===== config.mk =====
export PLATFORM = sky130hd
export DESIGN_NAME = dsl_character_tokenizer
export DESIGN_NICKNAME = d
export VERILOG_FILES = /design/src/rtl/dct_pkg.sv /design/src/rtl/dsl_character_tokenizer.sv /design/src/rtl/dct_front.sv /design/src/rtl/dct_queue.sv /design/src/rtl/dct_back.sv
export SDC_FILE = /design/constraint.sdc
export NUM_CORES = 1
export LEC_CHECK = 0
export ABC_AREA = 1
export BUFFER_PORTS_ARGS = -buffer_cell sky130_fd_sc_hd__buf_2
export CORE_MARGIN = 2
export CORE_UTILIZATION = 50
export CTS_BUF_LIST = sky130_fd_sc_hd__clkbuf_8
export DETAILED_ROUTE_END_ITERATION = 10
export PLACE_DENSITY = 0.67
export SLEW_MARGIN = 15
export SYNTH_ARGS = -nofsm -noshare
export SYNTH_HDL_FRONTEND = slang
export SYNTH_SLANG_ARGS = --single-unit

===== constraint.sdc =====
create_clock -name clk -period 10.7 [get_ports clk]
set_input_delay 1.07 -clock clk [delete_from_list [all_inputs] [get_ports clk]]
set_output_delay 1.07 -clock clk [all_outputs]
set_load 0.01 [all_outputs]

===== src/rtl/dct_pkg.sv =====
// ----------------------------------------------------------------------------
// Tokenizer package
// Item types, token kind and error codes, character constants and the
// keyword table shared by the tokenizer modules.
// ----------------------------------------------------------------------------
package dct_pkg;

  localparam int OUT_OFF_W    = 16;
  localparam int KW_COUNT     = 9;
  localparam int KW_TEXT_LEN  = 5;
  localparam int SLOT_COUNT   = 3;
  localparam int QUEUE_DEPTH  = 4;
  localparam int QUEUE_AW     = 2;

  // Token kinds
  localparam logic [3:0] TK_INDENT  = 4'd0;
  localparam logic [3:0] TK_NEWLINE = 4'd1;
  localparam logic [3:0] TK_STRING  = 4'd2;
  localparam logic [3:0] TK_INT     = 4'd3;
  localparam logic [3:0] TK_FLOAT   = 4'd4;
  localparam logic [3:0] TK_IDENT   = 4'd5;
  localparam logic [3:0] TK_KEYWORD = 4'd6;
  localparam logic [3:0] TK_OP      = 4'd7;
  localparam logic [3:0] TK_PAREN   = 4'd8;
  localparam logic [3:0] TK_CMP     = 4'd9;
  localparam logic [3:0] TK_COLON   = 4'd10;
  localparam logic [3:0] TK_EOF     = 4'd11;
  localparam logic [3:0] TK_ERROR   = 4'd12;

  // Error codes
  localparam logic [2:0] ERR_NONE       = 3'd0;
  localparam logic [2:0] ERR_ILLEGAL    = 3'd1;
  localparam logic [2:0] ERR_UNTERM     = 3'd2;
  localparam logic [2:0] ERR_LETTER_NUM = 3'd3;
  localparam logic [2:0] ERR_SECOND_DOT = 3'd4;
  localparam logic [2:0] ERR_NO_DIGIT   = 3'd5;

  // Characters
  localparam logic [7:0] CH_NUL        = 8'h00;
  localparam logic [7:0] CH_TAB        = 8'h09;
  localparam logic [7:0] CH_NL         = 8'h0A;
  localparam logic [7:0] CH_CR         = 8'h0D;
  localparam logic [7:0] CH_SPACE      = " ";
  localparam logic [7:0] CH_QUOTE      = "\"";
  localparam logic [7:0] CH_DOT        = ".";
  localparam logic [7:0] CH_UNDERSCORE = "_";
  localparam logic [7:0] CH_QUESTION   = "?";
  localparam logic [7:0] CH_COLON      = ":";
  localparam logic [7:0] CH_PLUS       = "+";
  localparam logic [7:0] CH_MINUS      = "-";
  localparam logic [7:0] CH_STAR       = "*";
  localparam logic [7:0] CH_SLASH      = "/";
  localparam logic [7:0] CH_EQUAL      = "=";
  localparam logic [7:0] CH_LPAREN     = "(";
  localparam logic [7:0] CH_RPAREN     = ")";
  localparam logic [7:0] CH_LESS       = "<";
  localparam logic [7:0] CH_GREATER    = ">";
  localparam logic [7:0] CH_BANG       = "!";

  // Keywords if, elif, else, while, var, int, float, print, run
  localparam logic [0:KW_COUNT-1][0:KW_TEXT_LEN-1][7:0] KW_TEXT = '{
    '{"i", "f", 8'h00, 8'h00, 8'h00},
    '{"e", "l", "i", "f", 8'h00},
    '{"e", "l", "s", "e", 8'h00},
    '{"w", "h", "i", "l", "e"},
    '{"v", "a", "r", 8'h00, 8'h00},
    '{"i", "n", "t", 8'h00, 8'h00},
    '{"f", "l", "o", "a", "t"},
    '{"p", "r", "i", "n", "t"},
    '{"r", "u", "n", 8'h00, 8'h00}
  };
  localparam logic [0:KW_COUNT-1][2:0] KW_LEN = '{
    3'd2, 3'd4, 3'd4, 3'd5, 3'd3, 3'd3, 3'd5, 3'd5, 3'd3
  };

  typedef struct packed {
    logic [7:0] in_char;
    logic       end_of_text;
  } in_item_t;

  typedef struct packed {
    logic [3:0]           token_kind;
    logic [3:0]           keyword_id;
    logic [OUT_OFF_W-1:0] start_offset;
    logic [OUT_OFF_W-1:0] end_offset;
    logic [2:0]           error_code;
    logic                 last_result;
  } out_item_t;

  // All tokens caused by one byte, in order
  typedef struct packed {
    logic [1:0]                       cnt;
    out_item_t [SLOT_COUNT-1:0]       tok;
  } bundle_t;

  typedef struct packed {
    logic       hit;
    logic [3:0] id;
  } kw_hit_t;

  function automatic kw_hit_t kw_lookup(input logic [0:KW_TEXT_LEN-1][7:0] pre,
                                        input logic [3:0] len);
    kw_hit_t r;
    logic    eq;
    r = '0;
    for (int i = 0; i < KW_COUNT; i++) begin
      eq = (len == {1'b0, KW_LEN[i]});
      for (int j = 0; j < KW_TEXT_LEN; j++) begin
        if (j < int'(KW_LEN[i]) && pre[j] != KW_TEXT[i][j]) begin
          eq = 1'b0;
        end
      end
      if (eq && !r.hit) begin
        r.hit = 1'b1;
        r.id  = 4'(i);
      end
    end
    return r;
  endfunction

endpackage


===== src/rtl/dsl_character_tokenizer.sv =====
// ----------------------------------------------------------------------------
// Character tokenizer
// Streaming lexer: source bytes in, tokens with kind and offsets out.
// ----------------------------------------------------------------------------
// Usage: present one source byte per item on the in_ channel; byte 0, or
// end_of_text set on a byte, ends the text. Each byte yields zero to three
// tokens on the out_ channel, the last one flagged by last_result. An eof
// token closes every text that ended without a lexical error; after an
// error token the rest of the text yields nothing.
// Tokens are registered in the bundle queue when the byte that causes them
// is taken and are offered from the queue head. Bytes are taken one per cycle
// while the queue has room; the output stage delivers one token per cycle while
// out_ready is high, so a byte giving two or three tokens holds its queue entry until its last token is taken.
// The front end takes bytes as long as the four-entry bundle queue has
// room, so a stalled receiver backs up into in_ready only once the queue
// is full. Reset (rst_n low at a clock edge) empties the queue and starts
// a new text at offset 0.
// ----------------------------------------------------------------------------
module dsl_character_tokenizer #(
  parameter int OFFSET_BITS     = 16,
  parameter int KEYWORD_MAX_LEN = 5
) (
  input  logic               clk,
  input  logic               rst_n,
  input  logic               in_valid,
  output logic               in_ready,
  input  dct_pkg::in_item_t  in_item,
  output logic               out_valid,
  input  logic               out_ready,
  output dct_pkg::out_item_t out_item
);
  import dct_pkg::*;

  logic    accept, push, pop, full, empty;
  bundle_t bundle, head;

  assign in_ready = !full;
  assign accept   = in_valid && in_ready;

  dct_front #(
    .OFFSET_BITS     (OFFSET_BITS),
    .KEYWORD_MAX_LEN (KEYWORD_MAX_LEN)
  ) u_front (
    .clk     (clk),
    .rst_n   (rst_n),
    .accept  (accept),
    .in_item (in_item),
    .push    (push),
    .bundle  (bundle)
  );

  dct_queue u_queue (
    .clk     (clk),
    .rst_n   (rst_n),
    .push    (push),
    .wr_data (bundle),
    .pop     (pop),
    .head    (head),
    .full    (full),
    .empty   (empty)
  );

  dct_back u_back (
    .clk       (clk),
    .rst_n     (rst_n),
    .head      (head),
    .empty     (empty),
    .pop       (pop),
    .out_valid (out_valid),
    .out_ready (out_ready),
    .out_item  (out_item)
  );

endmodule


===== src/rtl/dct_front.sv =====
// ----------------------------------------------------------------------------
// Tokenizer front end
// Scans one byte per cycle while the queue has room and gathers the up to three tokens it causes
// into one bundle for the queue.
// ----------------------------------------------------------------------------
module dct_front #(
  parameter int OFFSET_BITS     = 16,
  parameter int KEYWORD_MAX_LEN = 5
) (
  input  logic              clk,
  input  logic              rst_n,
  input  logic              accept,
  input  dct_pkg::in_item_t in_item,
  output logic              push,
  output dct_pkg::bundle_t  bundle
);
  import dct_pkg::*;

  localparam int LW = $clog2(KEYWORD_MAX_LEN + 2);
  localparam int IW = $clog2(KEYWORD_MAX_LEN);
  localparam logic [LW-1:0] LEN_MAX  = LW'(KEYWORD_MAX_LEN);
  localparam logic [LW-1:0] LEN_LONG = LW'(KEYWORD_MAX_LEN + 1);

  typedef enum logic [5:0] {
    M_IDLE    = 6'b000001,
    M_STRING  = 6'b000010,
    M_NUMBER  = 6'b000100,
    M_DOTWAIT = 6'b001000,
    M_IDENT   = 6'b010000,
    M_ERROR   = 6'b100000
  } mode_t;

  mode_t                  mode_r, mode_nxt;
  logic                   pend_r, pend_nxt;
  logic                   anl_r, anl_nxt;
  logic                   dot_r, dot_nxt;
  logic [OFFSET_BITS-1:0] off_r, off_nxt;
  logic [OFFSET_BITS-1:0] tstart_r, tstart_nxt;
  logic [LW-1:0]          len_r, len_nxt;
  logic [7:0]             pre_r   [KEYWORD_MAX_LEN];
  logic [7:0]             pre_nxt [KEYWORD_MAX_LEN];

  logic [7:0]             c;
  logic                   eot;
  logic                   is_digit, is_alpha, is_space, is_word;
  logic [OFFSET_BITS-1:0] pos_inc, fin_pos;
  logic [0:KW_TEXT_LEN-1][7:0] pv_r, pv_n;
  kw_hit_t                kw_r, kw_n;
  out_item_t              ev [4];
  logic [3:0]             ev_v;
  logic                   fall, skip, do_fin, clear;
  logic [2:0]             n;

  function automatic out_item_t mk(input logic [3:0] kind, input logic [3:0] kw,
                                   input logic [OFFSET_BITS-1:0] s,
                                   input logic [OFFSET_BITS-1:0] e,
                                   input logic [2:0] err);
    out_item_t t;
    t.token_kind   = kind;
    t.keyword_id   = kw;
    t.start_offset = OUT_OFF_W'(s);
    t.end_offset   = OUT_OFF_W'(e);
    t.error_code   = err;
    t.last_result  = 1'b0;
    return t;
  endfunction

  assign c        = in_item.in_char;
  assign eot      = in_item.end_of_text;
  assign is_digit = c inside {["0":"9"]};
  assign is_alpha = c inside {["a":"z"], ["A":"Z"]};
  assign is_space = (c == CH_SPACE) || (c inside {[CH_TAB:CH_CR]});
  assign is_word  = is_alpha || is_digit || (c == CH_UNDERSCORE);
  assign pos_inc  = (off_r == '1) ? off_r : off_r + 1'b1;

  always_comb begin
    for (int j = 0; j < KW_TEXT_LEN; j++) begin
      pv_r[j] = pre_r[j];
      pv_n[j] = pre_nxt[j];
    end
  end

  assign kw_r = kw_lookup(pv_r, 4'(len_r));
  assign kw_n = kw_lookup(pv_n, 4'(len_nxt));

  always_comb begin
    mode_nxt   = mode_r;
    pend_nxt   = pend_r;
    anl_nxt    = anl_r;
    dot_nxt    = dot_r;
    off_nxt    = off_r;
    tstart_nxt = tstart_r;
    len_nxt    = len_r;
    pre_nxt    = pre_r;
    for (int i = 0; i < 4; i++) begin
      ev[i] = '0;
    end
    ev_v    = '0;
    fall    = 1'b0;
    skip    = 1'b0;
    do_fin  = 1'b0;
    clear   = 1'b0;
    fin_pos = off_r;

    if (mode_r == M_ERROR) begin
      // Everything up to the end of the text is dropped.
      if (c == CH_NUL || eot) begin
        clear = 1'b1;
      end
    end else if (c == CH_NUL) begin
      do_fin = 1'b1;
      clear  = 1'b1;
    end else begin
      case (mode_r)
        M_STRING: begin
          if (c == CH_QUOTE) begin
            ev[0]    = mk(TK_STRING, 4'd0, tstart_r, pos_inc, ERR_NONE);
            ev_v[0]  = 1'b1;
            mode_nxt = M_IDLE;
          end
        end
        M_DOTWAIT: begin
          if (is_digit) begin
            mode_nxt = M_NUMBER;
          end else begin
            ev[0]    = mk(TK_ERROR, 4'd0, tstart_r, pos_inc, ERR_NO_DIGIT);
            ev_v[0]  = 1'b1;
            mode_nxt = M_ERROR;
          end
        end
        M_NUMBER: begin
          if (is_digit) begin
            mode_nxt = M_NUMBER;
          end else if (c == CH_DOT) begin
            if (dot_r) begin
              ev[0]    = mk(TK_ERROR, 4'd0, tstart_r, pos_inc, ERR_SECOND_DOT);
              ev_v[0]  = 1'b1;
              mode_nxt = M_ERROR;
            end else begin
              dot_nxt  = 1'b1;
              mode_nxt = M_DOTWAIT;
            end
          end else if (is_alpha) begin
            ev[0]    = mk(TK_ERROR, 4'd0, tstart_r, pos_inc, ERR_LETTER_NUM);
            ev_v[0]  = 1'b1;
            mode_nxt = M_ERROR;
          end else begin
            ev[0]    = mk(dot_r ? TK_FLOAT : TK_INT, 4'd0, tstart_r, off_r, ERR_NONE);
            ev_v[0]  = 1'b1;
            mode_nxt = M_IDLE;
            fall     = 1'b1;
          end
        end
        M_IDENT: begin
          if (is_word) begin
            if (len_r < LEN_MAX) begin
              pre_nxt[len_r[IW-1:0]] = c;
              len_nxt = len_r + 1'b1;
            end else begin
              len_nxt = LEN_LONG;
            end
          end else begin
            ev[0]    = mk(kw_r.hit ? TK_KEYWORD : TK_IDENT, kw_r.hit ? kw_r.id : 4'd0,
                          tstart_r, off_r, ERR_NONE);
            ev_v[0]  = 1'b1;
            mode_nxt = M_IDLE;
            fall     = 1'b1;
          end
        end
        M_IDLE: begin
          fall = 1'b1;
        end
        default: begin
          fall = 1'b0;
        end
      endcase

      if (fall) begin
        if (pend_r) begin
          pend_nxt = 1'b0;
          if (c == CH_SPACE) begin
            ev[1]   = mk(TK_INDENT, 4'd0, tstart_r, pos_inc, ERR_NONE);
            ev_v[1] = 1'b1;
            skip    = 1'b1;
          end else begin
            anl_nxt = 1'b0;
          end
        end
        if (!skip) begin
          if (is_space) begin
            if (c == CH_SPACE) begin
              pend_nxt   = 1'b1;
              tstart_nxt = off_r;
            end else if (c == CH_NL) begin
              // A run of newlines collapses to one token.
              if (!anl_nxt) begin
                ev[1]   = mk(TK_NEWLINE, 4'd0, off_r, pos_inc, ERR_NONE);
                ev_v[1] = 1'b1;
                anl_nxt = 1'b1;
              end
            end else begin
              anl_nxt = 1'b0;
            end
          end else begin
            anl_nxt    = 1'b0;
            tstart_nxt = off_r;
            if (c == CH_QUOTE) begin
              mode_nxt = M_STRING;
            end else if (is_digit) begin
              mode_nxt = M_NUMBER;
              dot_nxt  = 1'b0;
            end else if (is_alpha || c == CH_UNDERSCORE) begin
              mode_nxt   = M_IDENT;
              pre_nxt[0] = c;
              len_nxt    = LW'(1);
            end else if (c inside {CH_PLUS, CH_MINUS, CH_STAR, CH_SLASH, CH_EQUAL}) begin
              ev[1]   = mk(TK_OP, 4'd0, off_r, pos_inc, ERR_NONE);
              ev_v[1] = 1'b1;
            end else if (c inside {CH_LPAREN, CH_RPAREN}) begin
              ev[1]   = mk(TK_PAREN, 4'd0, off_r, pos_inc, ERR_NONE);
              ev_v[1] = 1'b1;
            end else if (c inside {CH_LESS, CH_GREATER, CH_QUESTION, CH_BANG}) begin
              ev[1]   = mk(TK_CMP, 4'd0, off_r, pos_inc, ERR_NONE);
              ev_v[1] = 1'b1;
            end else if (c == CH_COLON) begin
              ev[1]   = mk(TK_COLON, 4'd0, off_r, pos_inc, ERR_NONE);
              ev_v[1] = 1'b1;
            end else begin
              ev[1]    = mk(TK_ERROR, 4'd0, off_r, pos_inc, ERR_ILLEGAL);
              ev_v[1]  = 1'b1;
              mode_nxt = M_ERROR;
            end
          end
        end
      end

      if (eot) begin
        if (mode_nxt != M_ERROR) begin
          do_fin  = 1'b1;
          fin_pos = pos_inc;
        end
        clear = 1'b1;
      end else begin
        off_nxt = pos_inc;
      end
    end

    // Close any open token at end of text; an eof token follows unless it closed as an error.
    if (do_fin) begin
      case (mode_nxt)
        M_STRING: begin
          ev[2]   = mk(TK_ERROR, 4'd0, tstart_nxt, fin_pos, ERR_UNTERM);
          ev_v[2] = 1'b1;
        end
        M_DOTWAIT: begin
          ev[2]   = mk(TK_ERROR, 4'd0, tstart_nxt, fin_pos, ERR_NO_DIGIT);
          ev_v[2] = 1'b1;
        end
        M_NUMBER: begin
          ev[2]   = mk(dot_nxt ? TK_FLOAT : TK_INT, 4'd0, tstart_nxt, fin_pos, ERR_NONE);
          ev_v[2] = 1'b1;
        end
        M_IDENT: begin
          ev[2]   = mk(kw_n.hit ? TK_KEYWORD : TK_IDENT, kw_n.hit ? kw_n.id : 4'd0,
                       tstart_nxt, fin_pos, ERR_NONE);
          ev_v[2] = 1'b1;
        end
        default: begin
          ev_v[2] = 1'b0;
        end
      endcase
      if (mode_nxt != M_STRING && mode_nxt != M_DOTWAIT) begin
        ev[3]   = mk(TK_EOF, 4'd0, fin_pos, fin_pos, ERR_NONE);
        ev_v[3] = 1'b1;
      end
    end

    if (clear) begin
      mode_nxt   = M_IDLE;
      pend_nxt   = 1'b0;
      anl_nxt    = 1'b0;
      dot_nxt    = 1'b0;
      off_nxt    = '0;
      tstart_nxt = '0;
      len_nxt    = '0;
    end
  end

  // Pack the tokens of this byte into consecutive slots.
  always_comb begin
    bundle = '0;
    n      = 3'd0;
    for (int i = 0; i < 4; i++) begin
      if (ev_v[i] && n < 3'(SLOT_COUNT)) begin
        bundle.tok[n[1:0]] = ev[i];
        n = n + 3'd1;
      end
    end
    if (n != 3'd0) begin
      bundle.tok[n[1:0] - 2'd1].last_result = 1'b1;
    end
    bundle.cnt = n[1:0];
  end

  assign push = accept && (n != 3'd0);

  always_ff @(posedge clk) begin
    if (!rst_n) begin
      mode_r   <= M_IDLE;
      pend_r   <= 1'b0;
      anl_r    <= 1'b0;
      dot_r    <= 1'b0;
      off_r    <= '0;
      tstart_r <= '0;
      len_r    <= '0;
    end else if (accept) begin
      mode_r   <= mode_nxt;
      pend_r   <= pend_nxt;
      anl_r    <= anl_nxt;
      dot_r    <= dot_nxt;
      off_r    <= off_nxt;
      tstart_r <= tstart_nxt;
      len_r    <= len_nxt;
    end
  end

  always_ff @(posedge clk) begin
    if (accept) begin
      pre_r <= pre_nxt;
    end
  end

endmodule


===== src/rtl/dct_queue.sv =====
// ----------------------------------------------------------------------------
// Tokenizer bundle queue
// Short first-in first-out queue of token bundles between the front end
// and the output stage.
// ----------------------------------------------------------------------------
module dct_queue (
  input  logic             clk,
  input  logic             rst_n,
  input  logic             push,
  input  dct_pkg::bundle_t wr_data,
  input  logic             pop,
  output dct_pkg::bundle_t head,
  output logic             full,
  output logic             empty
);
  import dct_pkg::*;

  bundle_t             mem_r [QUEUE_DEPTH];
  logic [QUEUE_AW-1:0] wp_r, rp_r;
  logic [QUEUE_AW:0]   cnt_r;

  assign full  = (cnt_r == (QUEUE_AW + 1)'(QUEUE_DEPTH));
  assign empty = (cnt_r == '0);
  assign head  = mem_r[rp_r];

  always_ff @(posedge clk) begin
    if (push) begin
      mem_r[wp_r] <= wr_data;
    end
  end

  always_ff @(posedge clk) begin
    if (!rst_n) begin
      wp_r  <= '0;
      rp_r  <= '0;
      cnt_r <= '0;
    end else begin
      if (push) begin
        wp_r <= wp_r + 1'b1;
      end
      if (pop) begin
        rp_r <= rp_r + 1'b1;
      end
      if (push && !pop) begin
        cnt_r <= cnt_r + 1'b1;
      end else if (pop && !push) begin
        cnt_r <= cnt_r - 1'b1;
      end
    end
  end

endmodule


===== src/rtl/dct_back.sv =====
// ----------------------------------------------------------------------------
// Tokenizer output stage
// Hands out the tokens of the bundle at the queue head one per cycle while out_ready is high and
// releases the bundle after its last token has been taken.
// ----------------------------------------------------------------------------
module dct_back (
  input  logic               clk,
  input  logic               rst_n,
  input  dct_pkg::bundle_t   head,
  input  logic               empty,
  output logic               pop,
  output logic               out_valid,
  input  logic               out_ready,
  output dct_pkg::out_item_t out_item
);
  import dct_pkg::*;

  logic [1:0] idx_r;
  logic       last_slot;

  assign out_valid = !empty;
  assign last_slot = (idx_r == head.cnt - 2'd1);
  assign pop       = out_valid && out_ready && last_slot;

  always_comb begin
    case (idx_r)
      2'd0:    out_item = head.tok[0];
      2'd1:    out_item = head.tok[1];
      2'd2:    out_item = head.tok[2];
      default: out_item = head.tok[0];
    endcase
  end

  always_ff @(posedge clk) begin
    if (!rst_n) begin
      idx_r <= 2'd0;
    end else if (out_valid && out_ready) begin
      idx_r <= last_slot ? 2'd0 : idx_r + 2'd1;
    end
  end

endmodule

# Word-level counts from Yosys, hierarchy flattened
# Memories as Yosys holds them, arrays and structs flattened. A register that Yosys moved wholly into a read port is not among the register bits.
# Index checks and enable logic that the tools add are counted.
# word_totals
register_bits	93
n_memories	1
inputBits	13
word_cells	504
mem_bits_rw	536
output_inout_bits	46
# op_classes
bitwise_logic	1
addsub	12
eq_ne	100
n_mux	280
reduce_logical	72
magnitude_cmp	22
# memory_table
name	depth	width	read_ports	rd_ports_with_merged_regs	write_ports	line	source
u_queue.mem_r	4	134	1	1	1	dct_queue.sv:18	bundle_t mem_r [QUEUE_DEPTH];
# ops
cell	count
$mux W44	24
$bwmux W132	4
$mux W132	4
$ne A8 B7 Y1 const B	54
$demux W44 S2	4
$pmux W44 S4	2
$mux W88	3
$mux W16	16
$mux W40	5
$mux W1	133
$mux W6	22
$eq A8 B6 Y1 const B	15
$mux W5	18
$pmux W44 S2	1
$mux W3	19
$mux W8	7
$mux W43	1
$mux W42	1
$bwmux W40	1
$mux W36	1
$logic_and A1 B1 Y1	35
$demux W8 S3	1
$pmux W6 S4	1
$logic_not A1 Y1	20
other kinds (53)	95

# Depth between registers and ports, before layout
# Gate-level depths: netlist of run 1.
# depth
depth_word	54
ltp_mapped	35
ltp_nobuf	34

# Cells and area by module
# From an unflattened synthesis of run 1, not the netlist that was laid out.
# unflattened
hier_cells	3332
hier_area_um2	31490.2
# by_module_without_submodules
mod	n_inst	seq_area_each_um2	area_each_um2	cells_each
dct_queue	1	16275.6	20344.5	1354
dct_front	1	2082.0	9985.8	1749
dct_back	1	40.0	1146.1	226
dsl_character_tokenizer	1	0.0	13.8	3

# Worst setup path after synthesis of run 1
# OpenSTA, ideal clock, no wires.
# synth_timing
kind	input -> register
start	in in_item[3] in the netlist's numbering
end	mem u_queue.mem_r[0][0] in the netlist's numbering (enable)
path_stages	25
setup_slack_ns	-0.299
n_path_buf	3
t_required_ns	10.073
setup_ns	0.627
t_arrival_ns	10.371
path_cell_list	buf_2 -> nand2_2 -> nand2_2 -> nor2_2 -> inv_2 -> nand4_4 -> nand3_2 -> buf_6 -> nand3_2 -> nand2_1 -> nand2_1 -> o21ai_2 -> nor2_4 -> nand3_1 -> nand4_1 -> nand2_2 -> clkinv_1 -> clkbuf_1 -> nand2_1 -> fa_1 -> ha_1 -> or2_2 -> nand3_1 -> nand2_1 -> nor2_1
# synth_via
elab_chain_len	34
elab_cells_between_ends	125
cone_classes	add/sub (3); order compare (11); eq/ne (24); mux (67); reduce/logical (20)
# synth_lines
item	line	source
start, declared	dsl_character_tokenizer.sv:27	input dct_pkg::in_item_t in_item,
$ge A8 B7 Y1 or $le A8 B7 Y1 (tied branches)	dct_front.sv:71	assign is_alpha = c inside {["a":"z"], ["A":"Z"]};
$logic_and A1 B1 Y1	dct_front.sv:71	
$reduce_bool A2 Y1	dct_front.sv:71	
$mux W6 or $logic_or A1 B1 Y1 (tied branches)	dct_front.sv:143, dct_front.sv:73	
$mux W6 or $logic_or A1 B1 Y1 (tied branches)	dct_front.sv:134, dct_front.sv:73	
$mux W6, on equally long branches	dct_front.sv:132, dct_front.sv:155	
$pmux W6 S4	dct_front.sv:114	case (mode_r)
$mux W6	dct_front.sv:225	end else if (c == CH_COLON) begin
[... 18 more ...]	-	
$mux W3	dct_front.sv:294	if (ev_v[i] && n < 3'(SLOT_COUNT)) begin
$lt A3 B2 Y1	dct_front.sv:294	
$logic_and A1 B1 Y1	dct_front.sv:294	
$mux W3 (*)	dct_front.sv:294	
$reduce_bool A3 Y1 (*)	dct_front.sv:305	assign push = accept && (n != 3'd0);
$logic_and A1 B1 Y1 (*)	dct_front.sv:305	
$mux W1 (*)	dct_queue.sv:27	if (push) begin
$mux W1 (not written as such) (*)	dct_queue.sv:28	mem_r[wp_r] <= wr_data;
end, declared	dct_queue.sv:18	
# Every way passes the cells marked *; elsewhere a longest branch is shown, timed or not. The select of a mux whose other input is x is not followed.

# Worst setup path in the final report of run 1
# layout_timing
start	reg u_front.mode_r[1]
end	mem u_queue.mem_r[1][19] in the netlist's numbering (enable)
# layout_via
elab_chain_len	29
elab_cells_between_ends	63
cone_classes	add/sub (3); order compare (3); eq/ne (13); mux (37); reduce/logical (7)
# layout_lines
item	line	source
start, declared	dct_front.sv:33	mode_t mode_r, mode_nxt;
start signal, assigned	dct_front.sv:317	mode_r <= mode_nxt;
$eq A6 B5 Y1 (tied with other cells)	dct_front.sv:114	
$pmux W6 S4	dct_front.sv:114	
$mux W6	dct_front.sv:225	
$mux W6	dct_front.sv:222	end else if (c inside {CH_LESS, CH_GREATER, CH_QUESTION, CH_BANG}) begin
$mux W6	dct_front.sv:219	end else if (c inside {CH_LPAREN, CH_RPAREN}) begin
$mux W6	dct_front.sv:216	end else if (c inside {CH_PLUS, CH_MINUS, CH_STAR, CH_SLASH, CH_EQUAL}) begin
$mux W6	dct_front.sv:212	end else if (is_alpha || c == CH_UNDERSCORE) begin
$mux W6	dct_front.sv:209	end else if (is_digit) begin
[... 13 more ...]	-	
$mux W3	dct_front.sv:294	
$lt A3 B2 Y1	dct_front.sv:294	
$logic_and A1 B1 Y1	dct_front.sv:294	
$mux W3 (*)	dct_front.sv:294	
$reduce_bool A3 Y1 (*)	dct_front.sv:305	
$logic_and A1 B1 Y1 (*)	dct_front.sv:305	
$mux W1 (*)	dct_queue.sv:27	
$mux W1 (not written as such) (*)	dct_queue.sv:28	
# Marks and branches as above.

==> results of run 1 <==
final timing paths:
check | start | end | cells past startpoint
setup / recovery | u_front.mode_r[1] | u_queue.mem_r[1][19] | 24
hold / removal | u_front.tstart_r[6] | u_front.tstart_r[6] | 2
setup reg to reg | u_front.mode_r[1] | u_queue.mem_r[1][19] | 24
hold reg to reg | u_front.tstart_r[6] | u_front.tstart_r[6] | 2
through the flow:
stage | setup TNS [ns] | hold slack, ns | instances
5_1_grt | 0 | 0.5016 | 4242
3_5_place_dp | 0 | 0.4641 | 4052
2_1_floorplan | -158.98 | 0.4453 | 3349
3_3_place_gp | 0 | 0.4554 | 4052
6_report | 0 | 0.4751 | 4243
4_1_cts | 0 | 0.4733 | 4241
power by group through the flow:
stage	combinational, mW	clock, mW	sequential (mW)
floorplan	1.64	0	3.29
global placement	2.57	0	3.28
detailed placement	2.61	0	3.29
CTS	2.62	2.01	3.25
global route	2.84	2.12	3.27
finish	2.62	1.98	3.25
worst max-delay path: stages, from the launching register on:
cell      delay (ns)
dfxtp_1         0.37
nor2_1          0.35
nand4_1         0.14
buf_4           0.24
clkinv_2        0.48
nand4_4         0.22
nand3_2         0.26
nand2_1         0.15
o21ai_1         0.27
inv_1           0.09
nand3_1         0.17
inv_1           0.10
nand3_1         0.14
nand4_1         0.17
nand2_2         0.34
clkinv_1        0.65
nand2_1         0.30
fa_1            0.48
or2_2           0.33
nand3_2         0.12
xor2_1          0.13
nand3_1         0.22
nand2_1         0.31
nor2_4          0.83
buf_12          0.44
synthesized netlist by cell type, types with 3 or more instances:
master,n,share of area (%)
xor2_1,10,0.28
o21ai_0,288,4.7
dfxtp_1,55,3.6
a31oi_1,51,1.0
o21ai_1,25,0.41
a21oi_1,79,1.3
nand4_1,61,1.2
a21oi_2,3,0.085
nor2_1,430,5.2
o21ai_2,5,0.14
nand2_2,7,0.14
nand3_2,5,0.16
buf_6,3,0.11
nor2_2,10,0.20
o22ai_1,148,3.0
nand2_4,4,0.15
nand3b_1,4,0.097
inv_1,278,3.4
buf_1,21,0.26
clkinv_1,4,0.049
nor2_4,4,0.15
edfxtp_1,572,56
o211ai_2,7,0.28
clkbuf_1,130,1.6
nor4_1,20,0.41
a22oi_1,3,0.073
o221ai_1,13,0.37
inv_2,20,0.24
nand2_1,664,8.1
o211ai_1,23,0.56
ha_1,19,0.77
buf_2,17,0.28
o31ai_1,5,0.12
buf_4,5,0.12
nand3_1,258,4.2
nor3_1,32,0.52
a221oi_1,4,0.11
layer usage:
| layer | vias to the layer above | track usage (%) | wire length [um] |
|---|---|---|---|
| li1 | 11700 | - | - |
| met5 | - | 0 | 0 |
| met3 | 210 | 4.676 | 8370 |
| met4 | 0 | 11.63 | 3412 |
| met2 | 1264 | 50.26 | 46640 |
| met1 | 12400 | 41.83 | 40450 |
sequential cells by signal, summed over array words and instances, names as in the netlist, 2 cells and up, named ones only:
| signal | count |
|---|---|
| u_front.pre_r | 40 |
| u_front.len_r | 3 |
| u_queue.mem_r | 532 |
| u_queue.rp_r | 2 |
| u_front.mode_r | 6 |
| u_queue.cnt_r | 3 |
| u_back.idx_r | 2 |
| u_front.off_r | 16 |
| u_front.tstart_r | 16 |
| u_queue.wp_r | 2 |
logic make-up after synthesis:
kind of cell	after synthesis	share of synthesized area (%)
simple gates	1510	20.93
flops	627	59.26
fa+ha+maj	21	0.9006
compound gates	669	12.56
buf+inv	480	6.057
other cells	1	0.01216
xor+xnor	10	0.2840
cell usage in the layout (no fill, tap or decap), types with 13 or more instances in the layout:
cell,count
ha_1,17
clkbuf_8,102
o21ai_1,26
inv_1,306
nor3_1,32
a21oi_1,79
nor2_1,425
conb_1,32
edfxtp_1,572
clkinv_1,36
inv_2,21
nand3_1,258
o211ai_1,23
buf_4,26
o21ai_0,287
buf_2,58
nand4_1,61
dfxtp_1,53
nand2_1,664
o22ai_1,148
o221ai_1,13
nor4_1,20
a31oi_1,51
layout make-up:
type                            instances  area [um2]
Tap cell                              790       988.4
Inverter                              304        1154
Timing Repair Buffer                   89       585.6
Antenna cell                            2       5.005
Fill cell                            5461       27590
Multi-Input combinational cell       2242       10850
Clock buffer                          102        1404
Clock inverter                         87       509.2
Sequential cell                       627       18290
==> metrics.txt, run 1 <==
run status=finished, final reports clean; clock slew at reported path FFs=0.06 ns; static leakage=12.41 nW; Pins Over Slew Limit=0; die height=252.4 um; Final Hold Viols=0; Final Net Count=3400; Initial Util=50.26%; Port Buffers=58; sequential share of power=41.4%; minimum period implied by the final worst setup slack=7.837 ns; crit-path max FO=68; First-pass DRT Iterations=6; grt total ovfl=0; clock power share=25.3%; slew margin rel.=18.72%; combinational share of power=33.3%; Cell Area, Placed=0.03186 mm2; vias per cell=6.028; R2R Setup Slk=2.86 ns; worst hold path type=reg2reg; Worst Slack Setup Final=2.863 ns; internal power component=4.795 mW; core area=0.06137 mm2; DR DRC count=0; Post-synth ARST share=0%; vias in the first global route=24490; final instance area=0.03378 mm2; initial antenna violation count=1; # hold bufs at CTS=0; RD Place Congestion=0.9629; crit path capture type=flop; first-pass GRT wire length=148.5 mm; Crit Path Class=reg2reg; Psw=3.057 mW; pin count of the biggest net entering global routing=134; VDD IR max=147.6 uV; CP arrival=8.18 ns; worst-margin pin slew=1.208 ns; final WL=98.88 mm; max cap viols=0; final core utilization=55.05%; area grow syn2layout=9.529%; synthesized area per cell=9.296 um2; CTS Buffer Depth=3; maximum clock rate=127.6 MHz; initial DRC count=2920; CTS Buf Count=102; # resized after CTS=0; Worst Setup Slack post-DPL=2.354 ns; Critical Path Source Type=flop; Final Skew=0.03663 ns; via count=25580; Tot Pwr=7.852 mW; sequential cell area fraction in the yosys report=59.26%; Most used DFF post-synth=edfxtp_1; Worst Path Required=11.05 ns; Synth cell types=61; post-synthesis register bit count=627; post-CTS setup buffer count=0; Die Span X=252.4 um; clock tree from TritonCTS=built; synthesized instance count=3318; number of synthesized flops with an enable pin=572; synthesized cell area=0.03084 mm2; yosys synthesis warning count=0; die area=0.06369 mm2; Ports=59; period utilisation layout=73.24%; Final ANT Viol Nets=0; Switching Share=38.94%; Routed WL per cell=23.30 um; CTS H-tree depth=3; Overall Global Routing Usage=30.81%; Pwr Density=232.4 mW/mm2; clock net sink count=627; HPWL Detailed=65.21 mm; layout cell share with drive strength beyond 1=8.693%; RSZ-0062 raised after global routing=no; row count=91; Clk Latency, worst-skew pair=0.74 ns; Root Buffer=clkbuf_8; # setup viols final=0
Power figures use the tool's default switching activity.
==> run 2, diff against run 1 <==
==> constraint.sdc (replaced) <==
create_clock -name clk -period 7.2 [get_ports clk]
set_input_delay 0.72 -clock clk [delete_from_list [all_inputs] [get_ports clk]]
set_output_delay 0.72 -clock clk [all_outputs]
set_load 0.01 [all_outputs]
==> metrics.txt, run 2 (synthesis gave the netlist of run 1 again) <==
Ports=59; Largest Register=u_queue.mem_r; Initial Util=50.26%; area grow syn2layout=10.79%; VDD IR max=264.2 uV; DR DRC count=0; Routed WL per cell=22.90 um; die area=0.06369 mm2; Die Span X=252.4 um; die height=252.4 um; HPWL Detailed=66.48 mm; delay-heaviest family, CP=simple AND/OR/NAND/NOR gates; vias per cell=6.011; Pwr Density=343.6 mW/mm2; row count=91; clock slew at reported path FFs=0.06 ns; CTS H-tree depth=3; Critical Path Source Type=flop; CTS Buf Count=102; setup_tns=0 ns; commonest non-fill, non-tap cell in the layout=nand2_1; CTS Buffer Depth=3; worst-margin pin slew=1.142 ns; # setup viols final=0; first-pass GRT wire length=147.4 mm; Root Buffer=clkbuf_8; static leakage=12.66 nW; Final Hold Viols=0; Final Skew=0.02431 ns; final WL=97.79 mm; # resized after CTS=0; Fin Hold WS=0.3995 ns; period utilisation layout=87.74%; most frequent cells in the layout=664 x nand2_1, 572 x edfxtp_1, 426 x nor2_1; initial antenna violation count=4; Crit Path Class=reg2reg; Critical Path, Cell by Cell=nor2_2 -> nand4_1 -> buf_4 -> clkinv_2 -> nand4_4 -> nand3_2 -> nand2_1 -> o21ai_1 -> inv_1 -> nand3_1 -> inv_1 -> nand3_1 -> nand4_1 -> nand2_2 -> clkinv_1 -> nand2_1 -> fa_1 -> or2_2 -> nand3_2 -> or2_2 -> nand3_1 -> nand2_1 -> nor2_4 -> buf_12; run status=finished, final reports clean; top flop regs=u_queue.mem_r x532, u_front.pre_r x40; CP arrival=6.71 ns; minimum period implied by the final worst setup slack=6.317 ns; Worst Path Required=7.60 ns; worst hold path type=in2reg; Overall Global Routing Usage=30.57%; initial DRC count=2947; largest stage delay on the critical path=0.72 ns; flip-flop count of the largest register after layout=532; vias in the first global route=24010; First-pass DRT Iterations=6; Port Buffers=58; final instance area=0.03417 mm2; Final ANT Viol Nets=0; # hold bufs at CTS=0; RD Place Congestion=1.026; post-CTS setup buffer count=0; clock tree from TritonCTS=built; clock net sink count=627; Slowest-stage cell, CP=nor2_4; max cap viols=0; grt total ovfl=0; maximum clock rate=158.3 MHz; Clk Latency, worst-skew pair=0.72 ns; worst path bufs/invs=6; Final Net Count=3430; slew margin rel.=23.18%; Pins Over Slew Limit=0; core area=0.06137 mm2; pin count of the biggest net entering global routing=214; via count=25670; RSZ-0062 raised after global routing=no; crit path capture type=flop; crit-path max FO=27; layout cell share with drive strength beyond 1=9.747%; Cell Area, Placed=0.03223 mm2
[run 2: path summary, 6_finish.rpt]
kind | slack (ns) | endpoint | depth (start not counted) | start
setup / recovery | 0.88 | u_queue.mem_r[1][105] | 24 | u_front.mode_r[3]
hold / removal | 0.40 | u_front.mode_r[0] | 2 | rst_n
setup reg to reg | 0.88 | u_queue.mem_r[1][105] | 24 | u_front.mode_r[3]
hold reg to reg | 0.48 | u_front.tstart_r[6] | 2 | u_front.tstart_r[6]
[run 2: per-stage QoR]
stage / total power [mW] / instances / setup slack, ns / utilization (%)
after CTS: 11.76 / 4268 / 1.001 / 55.66
after detailed placement: 8.831 / 4082 / 0.5633 / 52.52
final: 11.74 / 4270 / 0.8828 / 55.68
after global placement: 8.758 / 4082 / 0.6542 / 52.51
after floorplan: 7.284 / 3349 / -1.229 / -
after global routing: 12.32 / 4270 / 0.3876 / 55.68
[run 2: worst register-to-register path, cell delays in order (launching register included)]
cell      delay, ns
dfxtp_1        0.48
nor2_2         0.10
nand4_1        0.09
buf_4          0.26
clkinv_2       0.33
nand4_4        0.23
nand3_2        0.23
nand2_1        0.21
o21ai_1        0.13
inv_1          0.10
nand3_1        0.17
inv_1          0.15
nand3_1        0.14
nand4_1        0.17
nand2_2        0.26
clkinv_1       0.13
nand2_1        0.08
fa_1           0.62
or2_2          0.14
nand3_2        0.12
or2_2          0.32
nand3_1        0.20
nand2_1        0.30
nor2_4         0.73
buf_12         0.31
[run 2: layer usage]
layer / vias to the layer above / routed length [um] / part of all wire, % / global-route usage [%]
li1: 11770 / - / - / -
met1: 12480 / 42640 / 44 / 44.21
met2: 1214 / 43620 / 45 / 46.48
met3: 208 / 8560 / 8.8 / 5.819
met4: 4 / 2937 / 3.0 / 10.26
met5: - / 27 / 0.028 / 0
[run 2: power by group]
group | switching (mW) | internal [mW] | leakage (nW)
clock | 1.46 | 1.50 | 1.13
sequential | 0.233 | 4.61 | 5.81
combinational | 2.83 | 1.12 | 5.72
total | 4.52 | 7.22 | 12.7
[run 2: final cells by class]
cell class / count / area [um2]
tap: 790 / 988.4
multi-input combinational: 2242 / 10860
clock inverter: 79 / 457.9
sequential: 627 / 18290
inverter: 304 / 1154
clock buffer: 107 / 1473
antenna: 2 / 5.005
timing repair buffer: 119 / 948.4
fill: 5464 / 27200
